--- config.mk ---
export PLATFORM = sky130hd
export DESIGN_NAME = gblur_hacc
export DESIGN_NICKNAME = d
export VERILOG_FILES = /design/src/rtl/gblur_pkg.sv /design/src/rtl/gblur_hacc.sv
export SDC_FILE = /design/constraint.sdc
export NUM_CORES = 2
export LEC_CHECK = 0
export BUFFER_PORTS_ARGS = -buffer_cell sky130_fd_sc_hd__buf_2
export CAP_MARGIN = 15
export CORE_UTILIZATION = 40
export CTS_CLUSTER_DIAMETER = 150
export CTS_CLUSTER_SIZE = 28
export DETAILED_ROUTE_END_ITERATION = 12
export GPL_ROUTABILITY_DRIVEN = 0
export SYNTH_ARGS = -nofsm -noshare
export SYNTH_HDL_FRONTEND = slang
export SYNTH_SLANG_ARGS = --single-unit
--- constraint.sdc ---
create_clock -name clk -period 11.1 [get_ports clk]
set_input_delay 0.555 -clock clk [delete_from_list [all_inputs] [get_ports clk]]
set_output_delay 0.555 -clock clk [all_outputs]
set_load 0.005 [all_outputs]
--- src/rtl/gblur_pkg.sv ---
// Shared types, constants and register codes for the 11x11 RGB Gaussian blur.
// No dependencies; every other rtl file but gblur_ram imports this package.
package gblur_pkg;

  localparam int DEF_MAX_WIDTH   = 1024;
  localparam int DEF_WINDOW_SIZE = 11;
  localparam int MAX_HEIGHT      = 4096;

  localparam int NCH        = 3;
  localparam int CHAN_W     = 8;
  localparam int PIX_W      = NCH * CHAN_W;
  localparam int NUM_W      = 6;
  localparam int WGT_W      = 16;
  localparam int WI_W       = 3;
  localparam int SLOT_W     = 4;
  localparam int ROW_W      = 12;
  localparam int HGT_W      = 13;
  localparam int CFGW_W     = 11;
  localparam int PIXCOL_W   = 10;
  localparam int OUT_W      = 16;
  localparam int FRAC_SHIFT = 24;
  localparam int CFG_IDX_W  = 3;
  localparam int CFG_DATA_W = 16;

  localparam logic [CFG_IDX_W-1:0] REG_FRAME_WIDTH  = 3'd0;
  localparam logic [CFG_IDX_W-1:0] REG_FRAME_HEIGHT = 3'd1;
  localparam logic [CFG_IDX_W-1:0] REG_WEIGHT_0     = 3'd2;

  localparam logic REQ_PIXEL = 1'b0;
  localparam logic REQ_DRAIN = 1'b1;

  localparam logic [CFGW_W-1:0] RST_FRAME_WIDTH  = 11'd512;
  localparam logic [HGT_W-1:0]  RST_FRAME_HEIGHT = 13'd512;

  typedef logic [NUM_W-1:0][WGT_W-1:0] wgt_vec_t;

  localparam wgt_vec_t RST_WEIGHTS = {16'd577, 16'd1779, 16'd4268,
                                      16'd7972, 16'd11600, 16'd13144};

  // Control that rides along the cell chain with each column request.
  typedef struct packed {
    logic              vld;
    logic              first;
    logic              last;
    logic              ctr;
    logic [WI_W-1:0]   dxw;
    logic [SLOT_W-1:0] rslot;
  } gb_ctl_t;

endpackage

--- src/rtl/gblur_hacc.sv ---
// Horizontal pass: weights each column sum, accumulates across the window,
// then rounds and saturates to Q8.8. Uses gblur_pkg.
module gblur_hacc
  import gblur_pkg::*;
#(
  parameter int VW = 28,
  parameter int AW = 48
) (
  input  logic                      clk,
  input  logic                      rst_n,
  input  logic                      clr,
  input  wgt_vec_t                  wgt,
  input  gb_ctl_t                   ctl_in,
  input  logic [NCH-1:0][VW-1:0]    sum_in,
  input  logic [PIX_W-1:0]          ctr_in,
  output logic                      res_vld,
  output logic [NCH-1:0][OUT_W-1:0] res,
  output logic [PIX_W-1:0]          ctr_pix
);

  localparam logic [AW:0] ROUND_BIAS = (AW+1)'(1) << (FRAC_SHIFT - 1);

  gb_ctl_t                   ctl_a_r;
  logic [VW+WGT_W-1:0]       prod_a_r [NCH];
  logic [AW-1:0]             acc_r [NCH];
  logic                      res_vld_r;
  logic [PIX_W-1:0]          ctr_r;
  logic [AW:0]               rnd [NCH];
  logic [AW:0]               quo [NCH];

  always_ff @(posedge clk) begin
    if (!rst_n) begin
      ctl_a_r   <= '0;
      res_vld_r <= 1'b0;
    end else begin
      ctl_a_r <= ctl_in;
      if (clr) begin
        res_vld_r <= 1'b0;
      end else if (ctl_a_r.vld && ctl_a_r.last) begin
        res_vld_r <= 1'b1;
      end
    end
  end

  always_ff @(posedge clk) begin
    for (int ch = 0; ch < NCH; ch++) begin
      prod_a_r[ch] <= sum_in[ch] * wgt[ctl_in.dxw];
      if (ctl_a_r.vld) begin
        if (ctl_a_r.first) begin
          acc_r[ch] <= AW'(prod_a_r[ch]);
        end else begin
          acc_r[ch] <= acc_r[ch] + AW'(prod_a_r[ch]);
        end
      end
    end
    if (ctl_in.vld && ctl_in.ctr) begin
      ctr_r <= ctr_in;
    end
  end

  always_comb begin
    for (int ch = 0; ch < NCH; ch++) begin
      rnd[ch] = (AW+1)'(acc_r[ch]) + ROUND_BIAS;
      quo[ch] = rnd[ch] >> FRAC_SHIFT;
      if (|quo[ch][AW:OUT_W]) begin
        res[ch] = '1;
      end else begin
        res[ch] = quo[ch][OUT_W-1:0];
      end
    end
  end

  assign res_vld = res_vld_r;
  assign ctr_pix = ctr_r;

endmodule

==> impl_metrics.yaml <==
critical_path:
  critPathRequiredTime_ns: 11.57
  cpMostUsedCell: "fa_1"
  path_class: "input port to flop"
  rrSetupSlack_ns: 7.39
  slowest_delay_ns: 0.89
  crit_arrival_ns: 9.37
  reg2reg_to: "acc_r[1][44]$_SDFFCE_PN0P_"
  critPathLaunchType: "input port"
  r2r_cells: 11
  cp_max_fo: 56
  r2r-start: "acc_r[1][7]$_DFFE_PP_"
  crit_path_top_delay_cell: "o21ai_4"
  cp-end-kind: "flop"
synth:
  ys_seq_area_share_pct: 12.74
  synth_async_sr_flop_share_pct: 0
  yosysTopAreaCellShare_pct: 35.76
  synth_nets: 8697
  netlist_instances: 6907
  ys.flop_type: "edfxtp_1"
  avgSynthCellArea_um2: 8.827
  yosys_warnings: 0
  synth_top_area_cell: "fa_1"
  synth.distinct_cells: 79
  synth.cell_area_um2: 60970
  synth.most_common_cell: "inv_1"
  synthTopCellsByArea: "fa_1 (36%), ha_1 (9.9%), edfxtp_1 (8.3%)"
  ys_ff_latch: 304
  synth_common_cells: "inv_1 (1224), nand2_1 (1170), fa_1 (1089)"
  synth_edf_count: 168
global_routing:
  grt_use_total_pct: 21.12
  grt_max_degree: 108
  grt-ovfl-total: 0
  antenna_found_initial: 20
  grt_pass1_wl_um: 260200
  first_global_vias: 48570
min_path:
  hp-class: "input port to flop"
  hold_path_end: "res_vld$_SDFFE_PP0P_"
  hp-start: "clr"
  hold_depth: 2
detailed_routing:
  vias: 46450
  drc: 0
  drt-total-wl_um: 159200
  drt-vias-per-instance: 5.180
  drt_iter0_markers: 2665
  ant_nets: 0
  firstDrtPassIters: 6
  wl_per_cell_um: 17.75
floorplan:
  coreArea_um2: 150500
  die_w_um: 392.4
  io_pins: 291
  die_area_um2: 154000
  start_util_pct: 40.51
  die_y_um: 392.4
  placementRows: 142
timing:
  fmax_mhz: 112.4
  setup-violations-final: 0
  final_max_slew_viol_count: 0
  fin_crit_ns: 8.899
  period_share_pct: 80.17
  tightestPinTransition_ns: 1.183
  rsz0062_at_grt: "no"
  fin_tns_setup_ns: 0
  hold_viol: 0
  fin_skew_ns: 0.03268
  slew_headroom_pct: 20.84
clocking:
  cts_buffers: 15
  cts_tree: "yes"
  cts_hold_buffers: 0
  cts_resized: 0
  cts_sinks: 304
  h-tree-depth: 1
  cts-root-buf: "clkbuf_16"
  cts_setup_buffers: 0
  clkLatencyLatePin_ns: 0.57
  clk_pin_slew_ns: 0.10
  clock_path_buffers: 3
cells_and_area:
  drive_gt1_share_pct: 6.065
  final_net_count: 8723
  area_growth_pct: 6.327
status:
  status: "completed"
placement:
  numPortBuffers: 286
  hpwl_um: 125200
flow_run:
  maxCapViolations: 0
-- worst max-delay path, delay by kind of cell --
family | cells | cell delay, ns
XOR/XNOR | 1 | 0.14
AND/OR/NAND/NOR | 1 | 0.13
multiplexers | 1 | 0.58
adder cells (fa/ha/maj) | 7 | 3.29
buffers and inverters | 5 | 1.35
AO/OA/AOI/OAI | 10 | 3.21
-- state kept, by name, indices dropped and copies added, names as in the netlist --
| signal | count |
|---|---|
| acc_r | 144 |
| ctl_a_r | 3 |
| ctr_pix | 24 |
| res_vld | 1 |
| prod_a_r | 132 |
-- layout make-up --
type	instances	area, um^2
diodes	11	27.53
flip-flops and latches	304	7771
fillers	14930	85660
clock inverters	2	36.28
well taps	2016	2522
repair buffers	333	1872
multi-input cells	5055	47580
inverters	1224	4594
clock buffers	23	415.4
-- layout by cell type (no fill, tap or decap), types with 8 or more instances in the layout --
cell and n:
clkbuf_16 15, o31ai_1 21, and2_1 588, xor2_1 123, and4_1 12, o21ai_4 16
a211oi_1 22, a21oi_1 256, a31oi_1 42, a21o_1 160, mux2i_1 19, nand3_1 87
buf_2 286, nor2_1 128, or3_1 13, inv_1 1224, buf_4 40, o21ai_0 258
xnor2_1 163, a41oi_1 9, edfxtp_1 168, nand4_1 41, diode_2 11, ha_1 483
nand2_1 1170, dfxtp_1 135, nor2b_1 22, and3_1 56, mux4_2 16, nand2b_1 18
a21boi_0 8, o21bai_1 34, nor3_1 28, o211ai_1 13, fa_1 1089, o21a_1 33
-- cell families after synthesis --
group	count (synthesis)	synth area share, %
AO/OA/AOI/OAI	957	9.837
flip-flops	304	12.74
multiplexers	36	0.9215
adder cells (fa/ha/maj)	1572	45.67
XOR/XNOR	286	4.109
buffers and inverters	1548	9.543
AND/OR/NAND/NOR	2204	17.18
-- metal layers --
layer	track usage, %	part of all wire, %	up-vias
met3	3.527	7.0	163
met4	3.679	1.5	22
met5	0	0.17	-
li1	-	-	21620
met2	35.12	47	1294
met1	29.10	45	23350
-- how the worst max path moves through the flow --
stage	slack, ns	depth (start not counted)	end	from
2_1_floorplan	3.20	28	prod_a_r[0][130]$_DFF_P_	ctl_in[4]
3_5_place_dp	1.65	26	prod_a_r[0][85]$_DFF_P_	ctl_in[4]
6_report	2.20	25	prod_a_r[0][130]$_DFF_P_	ctl_in[4]
4_1_cts	2.26	26	prod_a_r[0][85]$_DFF_P_	ctl_in[4]
3_3_place_gp	1.60	26	prod_a_r[0][85]$_DFF_P_	ctl_in[4]
5_1_grt	1.79	25	prod_a_r[0][38]$_DFF_P_	ctl_in[4]
-- per-stage QoR --
step	worst slack (ns)	util [%]	instance area, um^2	hold slack, ns	std cells
final	2.201	43.08	64820	0.1553	8968
after detailed placement	1.651	42.75	64340	0.5218	8931
after global routing	1.792	43.06	64800	0.1413	8960
after CTS	2.255	43.05	64790	0.1226	8956
after floorplan	3.203	-	60970	0.4985	6907
after global placement	1.604	42.75	64340	0.4998	8931
Power is left out: the tool's default activity adds up to more than one toggle a clock period on the data nets, which glitch-free logic cannot reach.
